--- src/rtl/core/jsu_pkg.sv ---
package jsu_pkg;

    // scanner modes
    typedef enum logic [2:0] {
        MODE_IDLE,
        MODE_BODY,
        MODE_ESC,
        MODE_HEX,
        MODE_HELD,
        MODE_HELD_ESC,
        MODE_LOW_HEX
    } mode_t;

    // result status codes
    typedef enum logic [1:0] {
        ST_DATA  = 2'd0,
        ST_DONE  = 2'd1,
        ST_ERROR = 2'd2
    } status_t;

    // most results one input byte can cause
    localparam int RUN_MAX = 6;
    localparam int RUN_W   = 3;

    // characters of interest
    localparam logic [7:0] CH_QUOTE  = 8'h22;
    localparam logic [7:0] CH_BSLASH = 8'h5C;
    localparam logic [7:0] CH_SLASH  = 8'h2F;
    localparam logic [7:0] CH_LOW_B  = 8'h62;
    localparam logic [7:0] CH_LOW_F  = 8'h66;
    localparam logic [7:0] CH_LOW_N  = 8'h6E;
    localparam logic [7:0] CH_LOW_R  = 8'h72;
    localparam logic [7:0] CH_LOW_T  = 8'h74;
    localparam logic [7:0] CH_LOW_U  = 8'h75;
    localparam logic [7:0] CH_BS     = 8'h08;
    localparam logic [7:0] CH_FF     = 8'h0C;
    localparam logic [7:0] CH_LF     = 8'h0A;
    localparam logic [7:0] CH_CR     = 8'h0D;
    localparam logic [7:0] CH_TAB    = 8'h09;

    // surrogate ranges and plane offset
    localparam logic [15:0] HI_SURR_MIN = 16'hD800;
    localparam logic [15:0] HI_SURR_MAX = 16'hDBFF;
    localparam logic [15:0] LO_SURR_MIN = 16'hDC00;
    localparam logic [15:0] LO_SURR_MAX = 16'hDFFF;
    localparam logic [20:0] PLANE1_BASE = 21'h10000;
    localparam logic [5:0]  HI_SURR_TAG = 6'b110110;

    // utf-8 encoding of one code point
    typedef struct packed {
        logic [2:0]      len;
        logic [3:0][7:0] data;
    } utf8_t;

    // hex digit decode
    typedef struct packed {
        logic       ok;
        logic [3:0] val;
    } hexd_t;

    // simple escape decode
    typedef struct packed {
        logic       ok;
        logic [7:0] val;
    } escm_t;

    // one run of results queued between front and back
    typedef struct packed {
        logic [RUN_W-1:0]          nd;
        logic [RUN_MAX-1:0][7:0]   data;
        status_t                   tail;
    } jsu_entry_t;

    function automatic utf8_t utf8_encode(input logic [20:0] cp);
        utf8_t r;
        r.len  = 3'd0;
        r.data = '0;
        if (cp < 21'h80)
        begin
            r.len     = 3'd1;
            r.data[0] = cp[7:0];
        end
        else if (cp < 21'h800)
        begin
            r.len     = 3'd2;
            r.data[0] = {3'b110, cp[10:6]};
            r.data[1] = {2'b10, cp[5:0]};
        end
        else if (cp < 21'h10000)
        begin
            r.len     = 3'd3;
            r.data[0] = {4'b1110, cp[15:12]};
            r.data[1] = {2'b10, cp[11:6]};
            r.data[2] = {2'b10, cp[5:0]};
        end
        else
        begin
            r.len     = 3'd4;
            r.data[0] = {5'b11110, cp[20:18]};
            r.data[1] = {2'b10, cp[17:12]};
            r.data[2] = {2'b10, cp[11:6]};
            r.data[3] = {2'b10, cp[5:0]};
        end
        return r;
    endfunction

    function automatic hexd_t hex_decode(input logic [7:0] c);
        hexd_t r;
        r.ok  = 1'b1;
        r.val = 4'd0;
        if (c inside {[8'h30:8'h39]})
            r.val = c[3:0];
        else if (c inside {[8'h61:8'h66], [8'h41:8'h46]})
            r.val = c[3:0] + 4'd9;
        else
            r.ok = 1'b0;
        return r;
    endfunction

    function automatic escm_t esc_map(input logic [7:0] c);
        escm_t r;
        r.ok  = 1'b1;
        r.val = 8'h00;
        case (c)
            CH_QUOTE:  r.val = CH_QUOTE;
            CH_BSLASH: r.val = CH_BSLASH;
            CH_SLASH:  r.val = CH_SLASH;
            CH_LOW_B:  r.val = CH_BS;
            CH_LOW_F:  r.val = CH_FF;
            CH_LOW_N:  r.val = CH_LF;
            CH_LOW_R:  r.val = CH_CR;
            CH_LOW_T:  r.val = CH_TAB;
            default:   r.ok  = 1'b0;
        endcase
        return r;
    endfunction

endpackage

--- src/rtl/core/jsu_front.sv ---
module jsu_front (
    input  logic               clk,
    input  logic               rst_n,
    input  logic               in_valid,
    output logic               in_stall,
    input  logic [7:0]         in_byte,
    input  logic               end_of_text,
    input  logic               q_full,
    output logic               q_push,
    output jsu_pkg::jsu_entry_t q_entry
);
    import jsu_pkg::*;

    mode_t       mode_reg, mode_next;
    logic [15:0] hex_reg, hex_next;
    logic [1:0]  dc_reg, dc_next;
    logic [9:0]  held_reg, held_next;

    logic        accept;
    logic        fail, closed, pre_held;
    logic        do_body, do_esc, do_digit, low_phase;
    logic        digit_done;
    logic [15:0] acc;
    hexd_t       hd;
    escm_t       em;
    utf8_t       main_enc, held_enc;

    assign in_stall = q_full;
    assign accept   = in_valid && !q_full;

    // scanner state
    always_ff @(posedge clk or negedge rst_n)
    begin
        if (!rst_n)
        begin
            mode_reg <= MODE_IDLE;
            hex_reg  <= '0;
            dc_reg   <= '0;
            held_reg <= '0;
        end
        else if (accept)
        begin
            mode_reg <= mode_next;
            hex_reg  <= hex_next;
            dc_reg   <= dc_next;
            held_reg <= held_next;
        end
    end

    assign hd       = hex_decode(in_byte);
    assign em       = esc_map(in_byte);
    assign acc      = {hex_reg[11:0], hd.val};
    assign held_enc = utf8_encode({5'd0, HI_SURR_TAG, held_reg});

    // classify the byte and work out the run it causes
    always_comb
    begin
        mode_next  = mode_reg;
        hex_next   = hex_reg;
        dc_next    = dc_reg;
        held_next  = held_reg;
        fail       = 1'b0;
        closed     = 1'b0;
        pre_held   = 1'b0;
        do_body    = 1'b0;
        do_esc     = 1'b0;
        do_digit   = 1'b0;
        low_phase  = 1'b0;
        digit_done = 1'b0;
        main_enc   = '0;

        case (mode_reg)
            MODE_BODY:
                do_body = 1'b1;
            MODE_ESC:
                do_esc = 1'b1;
            MODE_HEX:
                do_digit = 1'b1;
            MODE_HELD:
            begin
                if (in_byte == CH_BSLASH)
                    mode_next = MODE_HELD_ESC;
                else
                begin
                    pre_held  = 1'b1;
                    mode_next = MODE_BODY;
                    do_body   = 1'b1;
                end
            end
            MODE_HELD_ESC:
            begin
                if (in_byte == CH_LOW_U)
                begin
                    hex_next  = '0;
                    dc_next   = '0;
                    mode_next = MODE_LOW_HEX;
                end
                else
                begin
                    pre_held = 1'b1;
                    do_esc   = 1'b1;
                end
            end
            MODE_LOW_HEX:
            begin
                do_digit  = 1'b1;
                low_phase = 1'b1;
            end
            default:
            begin
                if (in_byte == CH_QUOTE)
                    mode_next = MODE_BODY;
                else
                    fail = 1'b1;
            end
        endcase

        // plain string body byte
        if (do_body)
        begin
            if (in_byte == CH_QUOTE)
                closed = 1'b1;
            else if (in_byte == CH_BSLASH)
                mode_next = MODE_ESC;
            else
            begin
                main_enc.len     = 3'd1;
                main_enc.data[0] = in_byte;
            end
        end

        // byte after a backslash
        if (do_esc)
        begin
            mode_next = MODE_BODY;
            if (in_byte == CH_LOW_U)
            begin
                hex_next  = '0;
                dc_next   = '0;
                mode_next = MODE_HEX;
            end
            else if (em.ok)
            begin
                main_enc.len     = 3'd1;
                main_enc.data[0] = em.val;
            end
            else
                fail = 1'b1;
        end

        // hex digit of a \u escape
        if (do_digit)
        begin
            if (!hd.ok)
                fail = 1'b1;
            else
            begin
                hex_next = acc;
                if (dc_reg == 2'd3)
                begin
                    dc_next    = '0;
                    digit_done = 1'b1;
                end
                else
                    dc_next = dc_reg + 2'd1;
            end
        end

        // four digits gathered
        if (digit_done)
        begin
            if (low_phase && acc inside {[LO_SURR_MIN:LO_SURR_MAX]})
            begin
                main_enc  = utf8_encode(PLANE1_BASE + {1'b0, held_reg, acc[9:0]});
                mode_next = MODE_BODY;
            end
            else
            begin
                pre_held = low_phase;
                if (acc inside {[HI_SURR_MIN:HI_SURR_MAX]})
                begin
                    held_next = acc[9:0];
                    mode_next = MODE_HELD;
                end
                else
                begin
                    main_enc  = utf8_encode({5'd0, acc});
                    mode_next = MODE_BODY;
                end
            end
        end

        // text ran out inside a string
        if (!fail && !closed && end_of_text && mode_next != MODE_IDLE)
            fail = 1'b1;

        // string finished either way
        if (fail || closed)
        begin
            mode_next = MODE_IDLE;
            hex_next  = '0;
            dc_next   = '0;
            held_next = '0;
        end
    end

    // build the queued run
    always_comb
    begin
        if (pre_held)
        begin
            q_entry.data = {main_enc.data[2], main_enc.data[1], main_enc.data[0],
                            held_enc.data[2], held_enc.data[1], held_enc.data[0]};
            q_entry.nd   = 3'd3 + main_enc.len;
        end
        else
        begin
            q_entry.data = {16'h0000, main_enc.data};
            q_entry.nd   = main_enc.len;
        end
        q_entry.tail = closed ? ST_DONE : ST_DATA;
        if (fail)
        begin
            q_entry.nd   = '0;
            q_entry.tail = ST_ERROR;
        end
    end

    assign q_push = accept && (q_entry.nd != '0 || q_entry.tail != ST_DATA);

endmodule

--- src/rtl/core/jsu_queue.sv ---
module jsu_queue (
    input  logic                clk,
    input  logic                rst_n,
    input  logic                push,
    input  jsu_pkg::jsu_entry_t push_entry,
    output logic                full,
    input  logic                pop,
    output logic                head_valid,
    output jsu_pkg::jsu_entry_t head_entry
);
    import jsu_pkg::*;

    jsu_entry_t slot_reg [2];
    logic       wr_ptr_reg, wr_ptr_next;
    logic       rd_ptr_reg, rd_ptr_next;
    logic [1:0] count_reg, count_next;
    logic       do_push, do_pop;

    assign full       = (count_reg == 2'd2);
    assign head_valid = (count_reg != 2'd0);
    assign head_entry = slot_reg[rd_ptr_reg];
    assign do_push    = push && !full;
    assign do_pop     = pop && head_valid;

    // pointer and fill count
    always_comb
    begin
        wr_ptr_next = wr_ptr_reg ^ do_push;
        rd_ptr_next = rd_ptr_reg ^ do_pop;
        count_next  = count_reg + {1'b0, do_push} - {1'b0, do_pop};
    end

    always_ff @(posedge clk or negedge rst_n)
    begin
        if (!rst_n)
        begin
            wr_ptr_reg <= 1'b0;
            rd_ptr_reg <= 1'b0;
            count_reg  <= 2'd0;
        end
        else
        begin
            wr_ptr_reg <= wr_ptr_next;
            rd_ptr_reg <= rd_ptr_next;
            count_reg  <= count_next;
        end
    end

    // entry storage
    always_ff @(posedge clk)
    begin
        if (do_push)
            slot_reg[wr_ptr_reg] <= push_entry;
    end

endmodule

--- src/rtl/core/jsu_back.sv ---
module jsu_back (
    input  logic                clk,
    input  logic                rst_n,
    input  logic                head_valid,
    input  jsu_pkg::jsu_entry_t head_entry,
    output logic                pop,
    output logic                out_valid,
    input  logic                out_stall,
    output logic [7:0]          out_byte,
    output logic [1:0]          status,
    output logic                last_in_run
);
    import jsu_pkg::*;

    jsu_entry_t        cur_reg;
    logic              cur_valid_reg, cur_valid_next;
    logic [RUN_W-1:0]  idx_reg, idx_next;
    logic [RUN_W-1:0]  cnt_reg;
    logic              fire, load;

    assign out_valid   = cur_valid_reg;
    assign last_in_run = (idx_reg == cnt_reg - 3'd1);
    assign fire        = cur_valid_reg && !out_stall;
    assign load        = !cur_valid_reg || (fire && last_in_run);
    assign pop         = load && head_valid;

    // result of the current run
    always_comb
    begin
        if (idx_reg < cur_reg.nd)
        begin
            out_byte = cur_reg.data[idx_reg];
            status   = ST_DATA;
        end
        else
        begin
            out_byte = 8'h00;
            status   = cur_reg.tail;
        end
    end

    // run sequencing
    always_comb
    begin
        cur_valid_next = cur_valid_reg;
        idx_next       = idx_reg;
        if (load)
        begin
            cur_valid_next = head_valid;
            idx_next       = '0;
        end
        else if (fire)
            idx_next = idx_reg + 3'd1;
    end

    always_ff @(posedge clk or negedge rst_n)
    begin
        if (!rst_n)
        begin
            cur_valid_reg <= 1'b0;
            idx_reg       <= '0;
        end
        else
        begin
            cur_valid_reg <= cur_valid_next;
            idx_reg       <= idx_next;
        end
    end

    // run payload
    always_ff @(posedge clk)
    begin
        if (pop)
        begin
            cur_reg <= head_entry;
            cnt_reg <= head_entry.nd + {2'b00, head_entry.tail != ST_DATA};
        end
    end

endmodule

--- src/rtl/core/json_string_unescape_utf8_unit.sv ---
// json string unescaper: raw bytes of one json string token in, utf-8 bytes out
// input channel: in_valid / in_stall, payload in_byte and end_of_text; a byte
//   transfers on a clock edge with in_valid high and in_stall low
// output channel: out_valid / out_stall, payload out_byte, status and
//   last_in_run; status is data byte, string complete, or malformed string
// each input byte causes zero to six results; last_in_run marks the final one
// latency: a byte's run is registered in the queue, then loaded into the output
//   sequencer, where out_valid rises for its first result
// throughput: one input byte per cycle while each byte causes at most one
//   result and out_stall stays low; a byte that causes more results holds the
//   one-result-per-cycle output sequencer until its last result transfers
// the front scanner, while the queue has room, decodes one byte per cycle into
//   a run for a two-entry queue; the back sequencer sends one result per cycle
//   while out_stall is low; when it is high the queue fills and in_stall rises
//   once two runs wait behind the run being played out
// in_stall depends only on queue fill, never on in_valid
// reset: scanner waits for an opening quote, queue and output are empty
module json_string_unescape_utf8_unit (
    input  logic       clk,
    input  logic       rst_n,
    input  logic       in_valid,
    output logic       in_stall,
    input  logic [7:0] in_byte,
    input  logic       end_of_text,
    output logic       out_valid,
    input  logic       out_stall,
    output logic [7:0] out_byte,
    output logic [1:0] status,
    output logic       last_in_run
);
    import jsu_pkg::*;

    logic       q_full, q_push, q_pop, q_head_valid;
    jsu_entry_t q_entry, q_head;

    // byte scanner
    jsu_front u_front (
        .clk         (clk),
        .rst_n       (rst_n),
        .in_valid    (in_valid),
        .in_stall    (in_stall),
        .in_byte     (in_byte),
        .end_of_text (end_of_text),
        .q_full      (q_full),
        .q_push      (q_push),
        .q_entry     (q_entry)
    );

    // run queue
    jsu_queue u_queue (
        .clk        (clk),
        .rst_n      (rst_n),
        .push       (q_push),
        .push_entry (q_entry),
        .full       (q_full),
        .pop        (q_pop),
        .head_valid (q_head_valid),
        .head_entry (q_head)
    );

    // result sequencer
    jsu_back u_back (
        .clk         (clk),
        .rst_n       (rst_n),
        .head_valid  (q_head_valid),
        .head_entry  (q_head),
        .pop         (q_pop),
        .out_valid   (out_valid),
        .out_stall   (out_stall),
        .out_byte    (out_byte),
        .status      (status),
        .last_in_run (last_in_run)
    );

endmodule

--- config.mk ---
export PLATFORM = sky130hd
export DESIGN_NAME = json_string_unescape_utf8_unit
export DESIGN_NICKNAME = d
export VERILOG_FILES = /design/src/rtl/core/jsu_pkg.sv /design/src/rtl/core/jsu_front.sv /design/src/rtl/core/jsu_queue.sv /design/src/rtl/core/jsu_back.sv /design/src/rtl/core/json_string_unescape_utf8_unit.sv
export SDC_FILE = /design/constraint.sdc
export NUM_CORES = 1
export LEC_CHECK = 0
export BUFFER_PORTS_ARGS = -buffer_cell sky130_fd_sc_hd__buf_2
export CAP_MARGIN = 0
export CORE_ASPECT_RATIO = 0.8
export CORE_MARGIN = 2
export CORE_UTILIZATION = 56
export CTS_CLUSTER_DIAMETER = 150
export DETAILED_ROUTE_END_ITERATION = 10
export HOLD_SLACK_MARGIN = 0.15
export PLACE_DENSITY = 0.76
export SLEW_MARGIN = 5
export SYNTH_ARGS = -nofsm -noshare
export SYNTH_HDL_FRONTEND = slang
export SYNTH_SLANG_ARGS = --single-unit
--- constraint.sdc ---
create_clock -name clk -period 4.2 [get_ports clk]
set_clock_uncertainty 0.15 [all_clocks]
set_input_delay 0.84 -clock clk [delete_from_list [all_inputs] [get_ports clk]]
set_output_delay 0.84 -clock clk [all_outputs]
set_load 0.1 [all_outputs]
=== Word level (Yosys, flattened, before mapping) ===
Memories as Yosys holds them, arrays and structs flattened.
Cells that the tools add are included.

* Bitwise operators: 2
* Div/mod/pow operators: 0
* Shift-type cells: 0
* Equal/unequal tests: 19
* Magnitude comparators: 17
* Reductions and logical operators: 38
* Multiply operators: 0
* Mux-type cells: 102
* Add/sub/neg operators: 9

{| class="wikitable"
|+ Operators with widths
! cell !! count
|-
| $mux 16 || 9
|-
| $mux 35 || 3
|-
| $mux 8 || 12
|-
| $mux 3 || 22
|-
| $eq 8x7->1 const B || 7
|-
| $pmux 7 s8 || 1
|-
| $mux 51 || 1
|-
| $mux 24 || 2
|-
| $mux 10 || 4
|-
| $ge 16x16->1 const B || 2
|-
| $le 16x16->1 const B || 2
|-
| $mux 1 || 27
|-
| $bmux 8 s3 || 1
|-
| $mux 2 || 12
|-
| $mux 22 || 1
|-
| $add 17x20->21 const A || 1
|-
| $lt 21x12->1 const B || 1
|-
| $lt 21x17->1 const B || 1
|-
| $lt 21x8->1 const B || 1
|-
| $eq 8x6->1 const B || 2
|-
| $ge 8x7->1 const B || 2
|-
| $le 8x7->1 const B || 2
|-
| $logic_and 1x1->1 || 16
|-
| $lt 16x12->1 const B || 1
|-
| 33 further kinds || 54
|}

* ROM bits: 0
* Flip-flop bits (word level): 95
* Bits in latches: 0
* Output and inout port bits: 13
* Memories kept: 1
* RAM bits: 106
* Bits of input ports: 13

{| class="wikitable"
|+ Memories
! memory !! words !! bits a word !! rd ports !! clocked after memory_dff !! write ports !! line !! text
|-
| u_queue.slot_reg || 2 || 53 || 1 || 0 || 1 || jsu_queue.sv:13 || <nowiki>jsu_entry_t slot_reg [2];</nowiki>
|}

=== Longest topological paths before layout ===
* Depth in word-level cells: 21
* Mapped depth: 14

=== Modules after synthesis ===
A second synthesis with hierarchy kept.

* Cell total of the unflattened synthesis: 796
* Area total of the unflattened synthesis: 10,107.2 um2

{| class="wikitable"
|+ By module, submodules not included
! module !! instances !! sequential area each (um2) !! area an instance (um2) !! cells each
|-
| jsu_queue || 1 || 3,283.1 || 4,296.6 || 185
|-
| jsu_front || 1 || 675.6 || 3,278.1 || 456
|-
| jsu_back || 1 || 1,781.7 || 2,532.4 || 155
|}

=== Worst setup path before layout ===
No wires, ideal clock.

* Path kind: reg2reg
* From: register u_back.idx_reg[0]
* To: register u_queue.count_reg[1]
* Data arrival time: 5.792 ns
* Clock period less this slack: 6.022 ns
* Setup slack: -1.822 ns
* Buffers on the path: 1
* Library setup time: 0.080 ns
* Cell stages (with the launch flop): 12
* Cells stage by stage: dfrtp_1 clkbuf_1 xnor2_1 nor3_1 inv_1 o21ai_0 o21a_1 ha_1 inv_1 ha_1 xnor2_1 xnor2_1

* Longest elaborated chain between the ends: 6

{| class="wikitable"
|+ RTL lines
! item !! line !! text
|-
| start, declared || jsu_back.sv:17 || <nowiki>logic [RUN_W-1:0] idx_reg, idx_next;</nowiki>
|-
| start signal, assigned || jsu_back.sv:66 || <nowiki>idx_reg <= idx_next;</nowiki>
|-
| $eq 3x3->1 || jsu_back.sv:22 || <nowiki>assign last_in_run = (idx_reg == cnt_reg - 3'd1);</nowiki>
|-
| via last_in_run || json_string_unescape_utf8_unit.sv:29 || <nowiki>output logic last_in_run</nowiki>
|-
| $logic_and 1x1->1 || jsu_back.sv:24 || <nowiki>assign load = !cur_valid_reg || (fire && last_in_run);</nowiki>
|-
| $logic_or 1x1->1 || jsu_back.sv:24 ||
|-
| $logic_and 1x1->1 || jsu_back.sv:25 || <nowiki>assign pop = load && head_valid;</nowiki>
|-
| via q_pop || json_string_unescape_utf8_unit.sv:33 || <nowiki>logic q_full, q_push, q_pop, q_head_valid;</nowiki>
|-
| $logic_and 1x1->1 || jsu_queue.sv:23 || <nowiki>assign do_pop = pop && head_valid;</nowiki>
|-
| $sub 2x1->2 || jsu_queue.sv:30 || <nowiki>count_next = count_reg + {1'b0, do_push} - {1'b0, do_pop};</nowiki>
|-
| via u_queue.count_next[1] || jsu_queue.sv:16 || <nowiki>logic [1:0] count_reg, count_next;</nowiki>
|-
| end signal, assigned || jsu_queue.sv:45 || <nowiki>count_reg <= count_next;</nowiki>
|-
| end, declared || jsu_queue.sv:16 ||
|}

The timed path passes the listed nets, and every way through them passes these cells.
A chain may end at the register's enable or synchronous reset.

=== Worst setup path after layout ===
* From: register u_front.held_reg[6]
* To: memory u_queue.slot_reg[1][44] (netlist bit), enable pin

* Longest elaborated chain between the ends: 16
* Elaborated cells on any way between the ends: 18
* Those cells by class: add/sub (2); order compare (3); mux (9); reduce/logical (4)

{| class="wikitable"
|+ RTL lines
! item !! line !! text
|-
| start, declared || jsu_front.sv:17 || <nowiki>logic [9:0] held_reg, held_next;</nowiki>
|-
| start signal, assigned || jsu_front.sv:46 || <nowiki>held_reg <= held_next;</nowiki>
|-
| $add 17x20->21 (*) || jsu_front.sv:174 || <nowiki>main_enc = utf8_encode(PLANE1_BASE + {1'b0, held_reg, acc[9:0]});</nowiki>
|-
| $lt 21x17->1 || jsu_pkg.sv:89 || <nowiki>else if (cp < 21'h10000)</nowiki>
|-
| $mux 3 || jsu_pkg.sv:89 ||
|-
| $mux 3 || jsu_pkg.sv:83 || <nowiki>else if (cp < 21'h800)</nowiki>
|-
| $mux 3 (*) || jsu_pkg.sv:78 || <nowiki>if (cp < 21'h80)</nowiki>
|-
| $mux 35 (*) || jsu_front.sv:172 || <nowiki>if (low_phase && acc inside {[LO_SURR_MIN:LO_SURR_MAX]})</nowiki>
|-
| $mux 35 (*) || jsu_front.sv:170 || <nowiki>if (digit_done)</nowiki>
|-
| $add 2x3->3 || jsu_front.sv:214 || <nowiki>q_entry.nd = 3'd3 + main_enc.len;</nowiki>
|-
| $mux 51 (*) || jsu_front.sv:210 || <nowiki>if (pre_held)</nowiki>
|-
| $mux 3 (*) || jsu_front.sv:222 || <nowiki>if (fail)</nowiki>
|-
| $reduce_bool 3->1 (*) || jsu_front.sv:229 || <nowiki>assign q_push = accept && (q_entry.nd != '0 || q_entry.tail != ST_DATA);</nowiki>
|-
| $logic_or 1x1->1 (*) || jsu_front.sv:229 ||
|-
| $logic_and 1x1->1 (*) || jsu_front.sv:229 ||
|-
| $logic_and 1x1->1 (*) || jsu_queue.sv:22 || <nowiki>assign do_push = push && !full;</nowiki>
|-
| $mux 1 (*) || jsu_queue.sv:52 || <nowiki>if (do_push)</nowiki>
|-
| $mux 1 (not written as such) (*) || jsu_queue.sv:53 || <nowiki>slot_reg[wr_ptr_reg] <= push_entry;</nowiki>
|-
| end, declared || jsu_queue.sv:13 ||
|}

Mark *: on every way between the ends. The rest lies on a longest branch, timed or not.

==> metrics.log <==
INFO  metric synth-async-reset-ratio = a little under a fifth
INFO  metric most_common_cell_after_layout_fill_and_taps_aside = edfxtp_1
INFO  metric ff2ff_setup_slack = 0.34 ns
INFO  metric finish.utilization = 66.3%
INFO  metric crit-reg2reg-launch = u_front.held_reg[6]
INFO  metric path_class = reg -> reg
INFO  metric placed_cells = 981
INFO  metric critPathCaptureType = flop
INFO  metric drt-total-wl = about 22000 um
INFO  metric data_required_critical_path = 4.18 ns
INFO  metric outcome = completed
INFO  metric die_area = 17500 sq um
INFO  metric filler_cells = approximately 1.1k
INFO  metric min_path_type = in -> async
INFO  metric vdd_ir_drop_max = 337 uV
INFO  metric global_placement_routability_congestion = around 1
INFO  metric worst-r2r-cell-count = 12
INFO  metric cp_data_arrival_time = ~3.8 ns
INFO  metric placeableCoreArea = 15900 sq um
INFO  metric place.port_buffers = 25
INFO  metric worst-slew-pin-transition = approximately 0.9 ns
INFO  metric timing.final.hold_violations = 0
INFO  metric postCtsResizedCells = 0
INFO  metric drt_pass1_iterations = 5
INFO  metric netlist_instances = 732
INFO  metric fin_crit_sh = ~90%
INFO  metric drc_violations = 0
INFO  metric clock-root-buffer = clkbuf_16
INFO  metric cts_inserted_buffers = 17
INFO  metric cts_tree = done
INFO  metric mappedNetlistNets = between 700 and 800
INFO  metric yosysUniqueCellTypes = just under 80
INFO  metric postRouteAntennaNets = 0
INFO  metric static_leakage = ~3.9 nW
INFO  metric final.min_clock_period = 3.86 ns
INFO  metric rows = 41
INFO  metric ys_warns = 0
INFO  metric drive_gt1_share = roughly a quarter
INFO  metric cts_hold_buffers_added = 0
INFO  metric cts_htree_levels = 4
INFO  metric worstPathMaxFanout = 22
INFO  metric finish.instance_area = roughly 11000 sq um
INFO  metric largest_register_ffs = slightly below 100
INFO  metric via_count = ~6.5k
INFO  metric layout-area-overhead-vs-synth = 14.7%
INFO  metric syn_area = 9200 sq um
INFO  metric post-dp-hpwl = approximately 16000 um
INFO  metric synth_flop_cell = edfxtp_1
INFO  metric grt_max_degree = 54
INFO  metric commonest_cells_after_routing_fill_and_taps_aside = edfxtp_1 (150), nand2_1 (57), mux2_2 (50)
INFO  metric total_power_divided_by_cell_area = 601 nW/um^2
INFO  metric clk_latency = roughly 0.43 ns
INFO  metric reg2reg_to = u_queue.slot_reg[1][44]
INFO  metric drt-vias-per-instance = between 6 and 7
INFO  metric synth_sequential_area_ratio = between 50% and 60%
INFO  metric global_route.usage.total = between 20% and 30%
INFO  metric clock_transition_at_the_register_clock_pins_on_the_worst_setup_and_hold_paths_after_cts = about 0.080 ns
INFO  metric power.total = 6.34 mW
INFO  metric final-max-slew-violation-count = 0
INFO  metric timing.critical_path.from_type = flop
INFO  metric io_pins = 26
INFO  metric placed_area = just under 10000 sq um
INFO  metric cap_viol_max_count = 0
INFO  metric postCtsSetupRepairBufs = 0
INFO  metric clock.fmax = between 0.2 and 0.3 GHz
INFO  metric clock_path_buffers = 2
INFO  metric vias_in_the_first_global_route = about 6.1k
INFO  metric unrepaired_setup_endpoints_after_global_routing = false
INFO  metric yosysTopAreaCell = edfxtp_1
INFO  metric globalRoute.totalOverflow = 0
INFO  metric wl_per_cell = between 20 and 25 um
INFO  metric tritoncts_sink_count = 185
INFO  metric start_util = a little under 60%
INFO  metric layout.cells.non_filler = ~1.0k
INFO  metric n_antenna_cell = 0
INFO  metric floorplan.die.width = 147 um
INFO  metric yosys-top-cells-area = edfxtp_1 (49%), dfrtp_1 (9.5%), mux2_2 (6.1%), a22o_1 (2.8%), nand2_1 (2.3%)
INFO  metric synth.avg_cell_area = between 10 and 15 sq um
INFO  metric max-slew-margin-rel = a little under two fifths
INFO  metric finalSetupViolations = 0
INFO  metric dr.first_iter.drc_count = around 830
INFO  metric yosys.area.top_type_share = 49.0%
INFO  metric ys_seq_elements = around 190
INFO  metric initial_antenna_violation_count = 0
INFO  metric die_height = approximately 120 um
INFO  metric number_of_enable_type_register_cells_in_the_synthesized_netlist = 150
INFO  metric nets = between 800 and 900
INFO  metric global_route_wire_length_before_repair = between 30000 and 40000 um
cell families (layout without fill, tap and decap cells):
logic type               count (synthesis)  after routing  share of synthesized area (%)
flip-flops                             185            185                           58.5
AO/OA/AOI/OAI                          188            188                           14.9
XOR/XNOR                                12             12                           1.14
adder cells (fa/ha/maj)                 17             17                           2.31
buffers and inverters                   64            130                           2.82
multiplexers                            67             67                           8.92
AND/OR/NAND/NOR                        199            199                           11.4
per-stage QoR:
step | setup WS, ns | hold WS, ns | TNS (ns)
floorplan | 0.00584 | 0.320 | 0
global placement | 0.0581 | 0.337 | 0
detailed placement | -0.0208 | 0.353 | -1.14
CTS | 0.361 | 0.375 | 0
global route | 0.107 | 0.411 | 0
finish | 0.342 | 0.365 | 0
power by group:
group          leakage [nW]  internal [mW]  switching, mW  total (mW)
combinational          1.72          0.670           1.42        2.09
sequential             1.86           2.51          0.153        2.66
clock                 0.287          0.805          0.779        1.58
total                  3.87           3.99           2.36        6.34
area by class of cell:
class | instances | area, sq um | area share (%)
sequential | 185 | 5380 | 51.0
multi-input combinational | 483 | 3660 | 34.7
timing repair buffer | 75 | 551 | 5.22
clock buffer | 17 | 425 | 4.03
tap | 215 | 269 | 2.55
clock inverter | 15 | 178 | 1.68
inverter | 23 | 86.3 | 0.818
synth_stat cells, types with 8 or more instances:
cell type,count
o22ai_1,15
a22o_1,29
inv_1,23
mux2i_1,10
ha_1,17
a21oi_1,29
nand2_1,57
and2_1,11
o31ai_1,8
nor3_1,10
nand2b_1,8
clkbuf_1,33
dfrtp_1,35
nor4_1,8
edfxtp_1,150
nor2_1,43
nand3_1,12
o21ai_0,36
mux2_2,50
xnor2_1,10
worst max-delay path by stage:
stage | cells after the start | endpoint | start
after floorplan | 10 | u_queue.slot_reg[1][0] | in_byte[0]
after global placement | 12 | u_queue.slot_reg[1][21] | in_byte[0]
after detailed placement | 14 | u_queue.slot_reg[0][5] | in_byte[0]
after CTS | 12 | u_queue.slot_reg[1][44] | u_front.held_reg[6]
after global routing | 12 | u_queue.slot_reg[1][44] | u_front.held_reg[6]
final | 12 | u_queue.slot_reg[1][44] | u_front.held_reg[6]
layer usage:
layer,vias to the layer above,wire [um],track usage (%)
li1,2931,-,-
met1,3182,10100,40.1
met2,313,10100,39.2
met3,53,1610,4.83
met4,0,515,7.63
met5,-,0,0
critical path, cell delays in order (launching register included):
cell      delay (ns)
dfrtp_1         0.50
ha_1            0.40
nor4b_1         0.31
o2111a_1        0.46
a21oi_1         0.15
and3_1          0.27
nand2_1         0.10
ha_1            0.25
and3_1          0.16
mux2i_1         0.13
o31a_1          0.28
ha_4            0.22
buf_12          0.18
(Power assumes the default switching activity.)
